**config.mk**
```make
export PLATFORM = sky130hd
export DESIGN_NAME = aging_capability_table
export DESIGN_NICKNAME = d
export VERILOG_FILES = /design/src/sv/act_pkg.sv /design/src/sv/act_ram.sv /design/src/sv/aging_capability_table.sv
export SDC_FILE = /design/constraint.sdc
export NUM_CORES = 2
export LEC_CHECK = 0
export BUFFER_PORTS_ARGS = -buffer_cell sky130_fd_sc_hd__buf_4
export CORE_MARGIN = 4
export CORE_UTILIZATION = 35
export CTS_CLUSTER_DIAMETER = 40
export DETAILED_ROUTE_END_ITERATION = 12
export GPL_TIMING_DRIVEN = 0
export PLACE_DENSITY = 0.59
export SYNTH_ARGS = -nofsm -noshare
export SYNTH_HDL_FRONTEND = slang
export SYNTH_SLANG_ARGS = --single-unit
```
**constraint.sdc**
```tcl
create_clock -name clk -period 10.5 [get_ports clk]
set_input_delay 2.1 -clock clk [delete_from_list [all_inputs] [get_ports clk]]
set_output_delay 2.1 -clock clk [all_outputs]
set_load 0.05 [all_outputs]
```
**src/sv/act_pkg.sv**
```systemverilog
// Package for the aging capability table: sizes, operation and status codes,
// the stored entry layout and the controller states. No dependencies.
`default_nettype none

package act_pkg;

  localparam int TABLE_ENTRIES = 16;
  localparam int IDX_W = $clog2(TABLE_ENTRIES);
  localparam int CNT_W = $clog2(TABLE_ENTRIES + 1);
  localparam int COUNT_OUT_W = 5;

  localparam logic [7:0] EXPIRY_RESET = 8'd15;
  localparam logic [7:0] AGE_MAX = 8'd255;

  localparam logic [1:0] OP_INSERT = 2'd0;
  localparam logic [1:0] OP_USE = 2'd1;
  localparam logic [1:0] OP_TICK = 2'd2;

  localparam logic [1:0] ST_DONE = 2'd0;
  localparam logic [1:0] ST_NO_MATCH = 2'd1;
  localparam logic [1:0] ST_FULL = 2'd2;

  typedef struct packed {
    logic [63:0] hash_upper;
    logic [63:0] hash_middle;
    logic [31:0] hash_lower;
    logic [7:0]  age;
    logic [15:0] insert_order;
  } entry_t;

  typedef enum logic [1:0] {
    S_IDLE,
    S_SCAN,
    S_DONE
  } state_t;

  // The reported count saturates at the largest value of the output field.
  function automatic logic [COUNT_OUT_W-1:0] count_out(input logic [CNT_W-1:0] c);
    if ({{COUNT_OUT_W{1'b0}}, c} > (CNT_W + COUNT_OUT_W)'(31)) begin
      return COUNT_OUT_W'(31);
    end else begin
      return COUNT_OUT_W'(c);
    end
  endfunction

endpackage

`default_nettype wire

```
**src/sv/act_ram.sv**
```systemverilog
// Generic single-port-write, single-port-read RAM with a registered read.
// No dependencies; width and depth come from the parameters.
`default_nettype none

module act_ram #(
  parameter int WIDTH = 8,
  parameter int DEPTH = 16
) (
  input  wire logic                     clk,
  input  wire logic                     we,
  input  wire logic [$clog2(DEPTH)-1:0] waddr,
  input  wire logic [WIDTH-1:0]         wdata,
  input  wire logic                     re,
  input  wire logic [$clog2(DEPTH)-1:0] raddr,
  output logic      [WIDTH-1:0]         rdata
);

  logic [WIDTH-1:0] mem [DEPTH];

  always_ff @(posedge clk) begin
    if (we) begin
      mem[waddr] <= wdata;
    end
    if (re) begin
      rdata <= mem[raddr];
    end
  end

endmodule

`default_nettype wire

```
**src/sv/aging_capability_table.sv**
```systemverilog
// Top level of the aging capability table: controller, valid bits and count.
// Depends on act_pkg and act_ram.
//
// Usage: an operation word (op and the three hash parts) is taken at a clock
// edge where start is high and busy is low; busy stays high until the result
// is out. Operations: insert a hash with age zero into the lowest free slot,
// use (remove the newest matching slot), and tick (age all slots and drop
// those whose age exceeds expiry_ticks). Code 3 changes nothing.
// Every operation gives one result word: result_valid is high for one cycle
// with status and entries_in_use. The receiver cannot stall it.
// The controller walks the table once through the entry RAM, one slot read per
// cycle with the compare or age update in the cycle after the read; a tick or
// use visits every slot, while an insert stops at the first free slot.
// busy drops in the cycle the result shows, so the next word can be taken then.
// The user must write expiry_ticks via cfg_write/cfg_data only while busy is low.
// Reset empties the table, clears the insert stamp and sets expiry_ticks to 15;
// no clearing pass is needed since slot validity is held in flip-flops.
`default_nettype none

module aging_capability_table (
  input  wire logic                               clk,
  input  wire logic                               rst,
  input  wire logic                               start,
  output logic                                    busy,
  input  wire logic [1:0]                         op,
  input  wire logic [63:0]                        hash_upper,
  input  wire logic [63:0]                        hash_middle,
  input  wire logic [31:0]                        hash_lower,
  input  wire logic                               cfg_write,
  input  wire logic [7:0]                         cfg_data,
  output logic                                    result_valid,
  output logic [1:0]                              status,
  output logic [act_pkg::COUNT_OUT_W-1:0]         entries_in_use
);

  import act_pkg::*;

  localparam logic [IDX_W:0] ISS_END = (IDX_W + 1)'(TABLE_ENTRIES);

  state_t state, state_next;

  logic [IDX_W:0]          iss_cnt;
  logic                    pend;
  logic [IDX_W-1:0]        d_idx;
  logic [1:0]              op_q;
  logic [63:0]             hu_q;
  logic [63:0]             hm_q;
  logic [31:0]             hl_q;
  logic [TABLE_ENTRIES-1:0] valid;
  logic [CNT_W-1:0]        count;
  logic [15:0]             seq;
  logic [7:0]              expiry;
  logic                    found;
  logic [IDX_W-1:0]        pick;
  logic [15:0]             best;

  logic                    issuing;
  logic [IDX_W-1:0]        iss_idx;
  logic                    ins_hit;
  logic                    tick_act;
  logic                    use_match;
  logic                    expire;
  logic                    hash_eq;
  logic [7:0]              age_inc;
  logic [15:0]             stamp_gap;
  logic                    rd_en;
  logic                    wr_en;
  logic [IDX_W-1:0]        wr_addr;
  entry_t                  wr_entry;
  entry_t                  rd_entry;
  logic [$bits(entry_t)-1:0] rd_data;

  act_ram #(
    .WIDTH ($bits(entry_t)),
    .DEPTH (TABLE_ENTRIES)
  ) u_ram (
    .clk   (clk),
    .we    (wr_en),
    .waddr (wr_addr),
    .wdata (wr_entry),
    .re    (rd_en),
    .raddr (iss_idx),
    .rdata (rd_data)
  );

  assign rd_entry = entry_t'(rd_data);
  assign issuing  = (iss_cnt < ISS_END);
  assign iss_idx  = iss_cnt[IDX_W-1:0];
  assign busy     = (state != S_IDLE);

  always_comb begin
    state_next = state;
    case (state)
      S_IDLE: begin
        if (start) begin
          state_next = S_SCAN;
        end
      end
      S_SCAN: begin
        if (ins_hit || (!issuing && !pend)) begin
          state_next = S_DONE;
        end
      end
      S_DONE: begin
        state_next = S_IDLE;
      end
      default: begin
        state_next = S_IDLE;
      end
    endcase
  end

  // The tick write-back goes to the slot read in the cycle before, while the
  // read port has already moved on to the next slot, so the two never collide.
  always_comb begin
    rd_en     = (state == S_SCAN) && issuing;
    ins_hit   = (state == S_SCAN) && (op_q == OP_INSERT) && issuing && !valid[iss_idx];
    hash_eq   = (rd_entry.hash_upper == hu_q) && (rd_entry.hash_middle == hm_q) &&
                (rd_entry.hash_lower == hl_q);
    tick_act  = (state == S_SCAN) && pend && (op_q == OP_TICK) && valid[d_idx];
    use_match = (state == S_SCAN) && pend && (op_q == OP_USE) && valid[d_idx] && hash_eq;
    age_inc   = (rd_entry.age == AGE_MAX) ? AGE_MAX : rd_entry.age + 8'd1;
    expire    = tick_act && (age_inc > expiry);
    stamp_gap = seq - rd_entry.insert_order - 16'd1;

    wr_en    = ins_hit || tick_act;
    wr_addr  = d_idx;
    wr_entry = rd_entry;
    wr_entry.age = age_inc;
    if (ins_hit) begin
      wr_addr = iss_idx;
      wr_entry.hash_upper   = hu_q;
      wr_entry.hash_middle  = hm_q;
      wr_entry.hash_lower   = hl_q;
      wr_entry.age          = 8'd0;
      wr_entry.insert_order = seq;
    end
  end

  always_ff @(posedge clk) begin
    if (rst) begin
      state        <= S_IDLE;
      iss_cnt      <= '0;
      pend         <= 1'b0;
      valid        <= '0;
      count        <= '0;
      seq          <= 16'd0;
      expiry       <= EXPIRY_RESET;
      found        <= 1'b0;
      result_valid <= 1'b0;
    end else begin
      state        <= state_next;
      pend         <= rd_en;
      result_valid <= (state == S_DONE);
      if (cfg_write) begin
        expiry <= cfg_data;
      end
      case (state)
        S_IDLE: begin
          iss_cnt <= '0;
          found   <= 1'b0;
        end
        S_SCAN: begin
          if (issuing) begin
            iss_cnt <= iss_cnt + (IDX_W + 1)'(1);
          end
          if (ins_hit) begin
            valid[iss_idx] <= 1'b1;
            count          <= count + CNT_W'(1);
            seq            <= seq + 16'd1;
            found          <= 1'b1;
          end
          if (expire) begin
            valid[d_idx] <= 1'b0;
            count        <= count - CNT_W'(1);
          end
          if (use_match && (!found || (stamp_gap < best))) begin
            found <= 1'b1;
          end
        end
        S_DONE: begin
          if ((op_q == OP_USE) && found) begin
            valid[pick] <= 1'b0;
            count       <= count - CNT_W'(1);
          end
        end
        default: begin
        end
      endcase
    end
  end

  always_ff @(posedge clk) begin
    d_idx <= iss_idx;
    if ((state == S_IDLE) && start) begin
      op_q <= op;
      hu_q <= hash_upper;
      hm_q <= hash_middle;
      hl_q <= hash_lower;
    end
    // Strict less-than keeps the lowest slot among equal distances.
    if (use_match && (!found || (stamp_gap < best))) begin
      pick <= d_idx;
      best <= stamp_gap;
    end
    if (state == S_DONE) begin
      if ((op_q == OP_USE) && found) begin
        entries_in_use <= count_out(count - CNT_W'(1));
      end else begin
        entries_in_use <= count_out(count);
      end
      if ((op_q == OP_INSERT) && !found) begin
        status <= ST_FULL;
      end else if ((op_q == OP_USE) && !found) begin
        status <= ST_NO_MATCH;
      end else begin
        status <= ST_DONE;
      end
    end
  end

endmodule

`default_nettype wire

```
Word-level counts from Yosys, hierarchy flattened:

Memories as Yosys holds them, arrays and structs flattened. A register that Yosys moved wholly into a read port is not among the register bits.
Index checks and enable logic that the tools add are counted.

* add/subtract/negate cells: 7
* $lt $le $gt $ge: 9
* equal/unequal tests: 14
* muxes and demuxes: 34
* bitwise logic cells: 5
* reductions and logical operators: 40

Operators with widths (number)
* $mux 184: 1
* $eq 64x64->1: 2
* $mux 16: 5
* $and 16x16->16: 2
* $eq 32x32->1: 1
* $not 16->16: 2
* $pmux 16 s2: 1
* $logic_and 1x1->1: 22
* $mux 5: 4
* $pmux 5 s2: 2
* $add 16x1->16 const B: 1
* $lt 16x16->1: 1
* $or 16x16->16: 1
* $sub 16x1->16 const B: 1
* $sub 16x16->16: 1
* $lt 4x5->1 const B: 3
* $demux 1 s4: 3
* $ge 4x1->1 const B: 3
* $reduce_and 2->1: 6
* $add 5x1->5 const B: 2
* $mux 1: 10
* $add 8x1->8 const B: 1
* $bmux 1 s4: 2
* $eq 8x8->1 const B: 1
* other kinds (18): 31

* register bits: 248
* RAM bits: 2944
* bits of input ports: 174
* memories kept: 1

Memory list
* u_ram.mem: depth 16, width 184, read ports 1, clocked after Yosys merged registers in 1, wr ports 1, line act_ram.sv:18 `logic [WIDTH-1:0] mem [DEPTH];`

Depth between registers and ports, before layout:

* depth after elaboration: 11
* depth in mapped cells: 17
* depth with buffers taken out: 17

By module:

From an unflattened synthesis, not the netlist that was laid out.

* cell total of the unflattened synthesis: 6394
* area total of the unflattened synthesis: 130401.3 um^2

Modules (own cells, without submodules)
* act_ram: times used 1, cells each 4805, area an instance 115936.2 um^2, seq. area each 93930.1 um^2
* aging_capability_table: times used 1, cells each 1589, area an instance 14465.1 um^2, seq. area each 6856.6 um^2

Worst setup path before layout:

OpenSTA, ideal clock, no wires.

* path type: register -> register
* start point: register iss_cnt[0]
* end point: memory u_ram.mem[11][0] (netlist bit), enable pin
* library setup time: 0.732 ns
* arrival: 9.993 ns
* setup slack: -0.225 ns
* stages on the path, launching flop included: 9
* buffers on the path: 3
* period minus slack after synthesis: 10.725 ns
* path through: dfxtp_1 buf_2 mux4_2 mux2_2 a211oi_2 buf_2 buf_2 a21oi_1 nor2_1

* longest elaborated chain between the ends: 7

Ends and longest elaborated chain
* from (decl): line aging_capability_table.sv:42 `logic [IDX_W:0] iss_cnt;`
* from (signal assigned): line aging_capability_table.sv:165 `iss_cnt <= iss_cnt + (IDX_W + 1)'(1);`
* $bmux 1 s4: line aging_capability_table.sv:117 `ins_hit = (state == S_SCAN) && (op_q == OP_INSERT) && issuing && !valid[iss_idx];`
* $mux 1 (implied by the code): line aging_capability_table.sv:117
* $logic_not 1->1: line aging_capability_table.sv:117
* $logic_and 1x1->1: line aging_capability_table.sv:117
* $logic_or 1x1->1: line aging_capability_table.sv:126 `wr_en = ins_hit || tick_act;`
* $mux 1: line act_ram.sv:21 `if (we) begin`
* $mux 1 (implied by the code): line act_ram.sv:22 `mem[waddr] <= wdata;`
* to (decl): line act_ram.sv:18

Parallel ways exist; a longest one is shown, timed or not. The select of a mux whose other input is x is not followed.

Worst setup path after layout:

* start point: register iss_cnt[1]
* end point: memory u_ram.mem[3][126] (netlist bit), enable pin

Same word-level chain as after synthesis.

==> impl_metrics.py <==
metrics = {
    "floorplan": {
        "core_um2": 369100,
        "io_pins": 183,
        "initial_core_util_pct": 35.18,
        "row_count": 223,
        "dieWidth_um": 617.2,
        "dieArea_um2": 380900,
        "die_h_um": 617.2,
    },
    "global_routing": {
        "grt_pass1_wl_um": 520900,
        "grt_max_degree": 65,
        "grt_pass1_vias": 65050,
        "grt-ovfl-total": 0,
        "antenna_found_initial": 23,
        "grt_util_all_layers_pct": 19.43,
    },
    "layout": {
        "mostFrequentLayoutCell": "edfxtp_1",
        "area.growth.synth_to_final_pct": 20.92,
        "layout_common_cells": "edfxtp_1, mux4_2, clkbuf_16, clkbuf_1, buf_4",
        "drive_gt1_share_pct": 32.89,
        "ff_latch_area_um2": 100800,
        "fillers": 31340,
        "multi_input_area_um2": 27880,
        "instances_no_fill": 11750,
        "nets": 6640,
        "fin_util_pct": 42.54,
    },
    "power_and_ir_drop": {
        "peakVddDrop_v": 0.0001517,
        "p_leak_uw": 0.04841,
        "powerDensity_nw_per_um2": 204.7,
    },
    "placement": {
        "gp_congestion": 0.8446,
        "port_buffers": 181,
        "dpl.hpwl_um": 247500,
        "place_inst": 10920,
    },
    "outcome": {
        "status": "complete, but fails checks",
        "failed_checks": "max-capacitance violations, max-slew violations",
    },
    "logic_synthesis": {
        "post-synth-top-area-cell": "edfxtp_1",
        "ys_types": 56,
        "synth_area_leaders": "edfxtp_1, mux4_2, mux2_2",
        "syn_inst": 5594,
        "syn-num-nets": 5815,
        "synthFlopType": "edfxtp_1",
        "synth_top_area_share_pct": 76.69,
        "ys_warn_count": 0,
        "avgSynthCellArea_um2": 23.22,
        "synth-seq-cells": 3376,
        "async_flop_share_pct": 0,
        "synth_edf_count": 3317,
        "synth_area_um2": 129900,
        "ys_seq_area_share_pct": 77.60,
    },
    "sta": {
        "slew_violations": 2,
        "tightestPinTransition_ns": 1.536,
        "timing.final.crit_share_pct": 62.22,
        "fmax_ghz": 0.1531,
        "slew_headroom_pct": -3.106,
        "final_hold_viol_count": 0,
        "min_period_ns": 6.534,
        "fin_worst_skew_ns": 0.1039,
        "tns_ns": 0,
        "setup_viol": 0,
        "rsz0062_at_grt": "false",
    },
    "critical_path": {
        "critical_path_class": "reg -> reg",
        "required_ns": 11.15,
        "critical_path.max_fanout": 20,
        "regToRegStartpoint": "iss_cnt[1]",
        "worstSetupEndpointType": "flop",
        "crit_start": "iss_cnt[1]",
        "worst_ep_arrival_time_ns": 7.19,
        "start_kind": "flop",
    },
    "clocking": {
        "cts_tree": "built",
        "htree_levels": 5,
        "clk_path_buf_depth": 4,
        "clkLatencyLatePin_ns": 1.01,
        "cts_resized": 0,
        "cts_buffers": 440,
        "cts_setup_buffers": 0,
        "clock_sinks": 3376,
        "cts_hold_buf": 0,
        "cts_root_buffer": "clkbuf_16",
        "cts.clk_slew.worst_paths_ns": 0.05,
    },
    "routing": {
        "drtPass1Iterations": 7,
        "viasPerCell": 5.510,
        "final_antenna_net_count": 0,
        "routedWlPerCell_um": 32.12,
        "drc": 0,
        "routed_wl_um": 377300,
        "vias": 64710,
        "drtIter0Drc": 9118,
    },
    "worst_hold_path": {
        "hp-class": "reg -> reg",
        "worstHoldStart": "iss_cnt[3]",
    },
    "run": {
        "drv_cap": 1,
    },
}
worst paths after layout:
check | to | slack, ns | cells past startpoint
min | d_idx[3] | 0.37 | 0
min reg2reg | d_idx[3] | 0.37 | 0
max | u_ram.mem[3][126] | 3.97 | 14
max reg2reg | u_ram.mem[3][126] | 3.97 | 14
through the flow:
step	total power (µW)	instance area, µm²	setup WS (ns)	hold WS, ns
after floorplan	16220	129900	-0.2248	0.3421
after global placement	16890	137400	-14.88	0.3603
after detailed placement	16910	141600	3.977	0.3601
after CTS	32370	157000	3.959	0.3722
after global routing	33080	157000	3.794	0.3776
final	32150	157000	3.966	0.3711
per-layer routing:
layer | part of all wire (%) | track usage [%] | routed length [µm]
met1 | 39 | 26.12 | 146200
met2 | 48 | 31.27 | 180500
met3 | 9.1 | 3.903 | 34320
met4 | 4.3 | 7.443 | 16170
met5 | 0 | 0 | 0
layout make-up:
cell class	count	area share (%)
plain buffers	251	0.6278
repair buffers	383	3.430
clock buffers	491	7.166
flip-flops and latches	3376	64.18
diodes	6	0.009561
inverters	109	0.2653
multi-input cells	1858	17.76
clock inverters	321	2.624
well taps	4950	3.944
sequential cells by signal (all words and copies together) (netlist names), 8 cells and up:
name and cells:
best 16, expiry 8, hu_q 64, u_ram.rdata 184, u_ram.mem 2944, seq 16, valid 16, hm_q 64
hl_q 32
critical path, stage by stage, from the launching register on:
cell	delay (ns)
dfxtp_1	0.37
clkbuf_1	0.66
mux4_2	0.46
mux2_2	0.33
a211oi_4	0.60
buf_6	0.24
clkbuf_1	0.87
a31oi_1	0.55
nor2_4	0.66
buf_12	0.27
buf_12	0.21
buf_12	0.22
buf_12	0.22
buf_12	0.22
buf_16	0.20
where the power goes:
group          switching, µW  internal (µW)  total (µW)
sequential               137          15100       15200
clock                   6110           9410       15500
combinational            909            516        1420
synthesized netlist by cell type (all sizes together), types with 3 or more instances:
master	number
xor2	33
nand2b	17
a31oi	22
o2111ai	5
ha	46
o21a	3
xnor2	84
or2	4
nor3	24
nor4	23
and3	10
clkbuf	179
nand2	75
or3	6
nand3	12
a32oi	3
a2111oi	15
a21oi	51
a211o	4
mux2i	7
mux4	928
edfxtp	3317
a2111o	8
a21o	8
o31ai	15
o21ai	57
and2	10
dfxtp	59
buf	72
nand4	34
inv	109
o22ai	24
a22oi	4
mux2	139
a211oi	6
o211ai	22
nor2b	66
nor2	73
logic make-up after synthesis:
kind of cell / after synthesis / share of synthesized area, %
muxes: 1074 / 17.35
buffers and inverters: 360 / 1.056
and+or+nand+nor: 360 / 1.423
AOI/OAI and AO/OA: 260 / 1.319
adders and majority gates: 47 / 0.4586
xor gates and xnor gates: 117 / 0.7890
DFF: 3376 / 77.60
(Power assumes the default switching activity.)
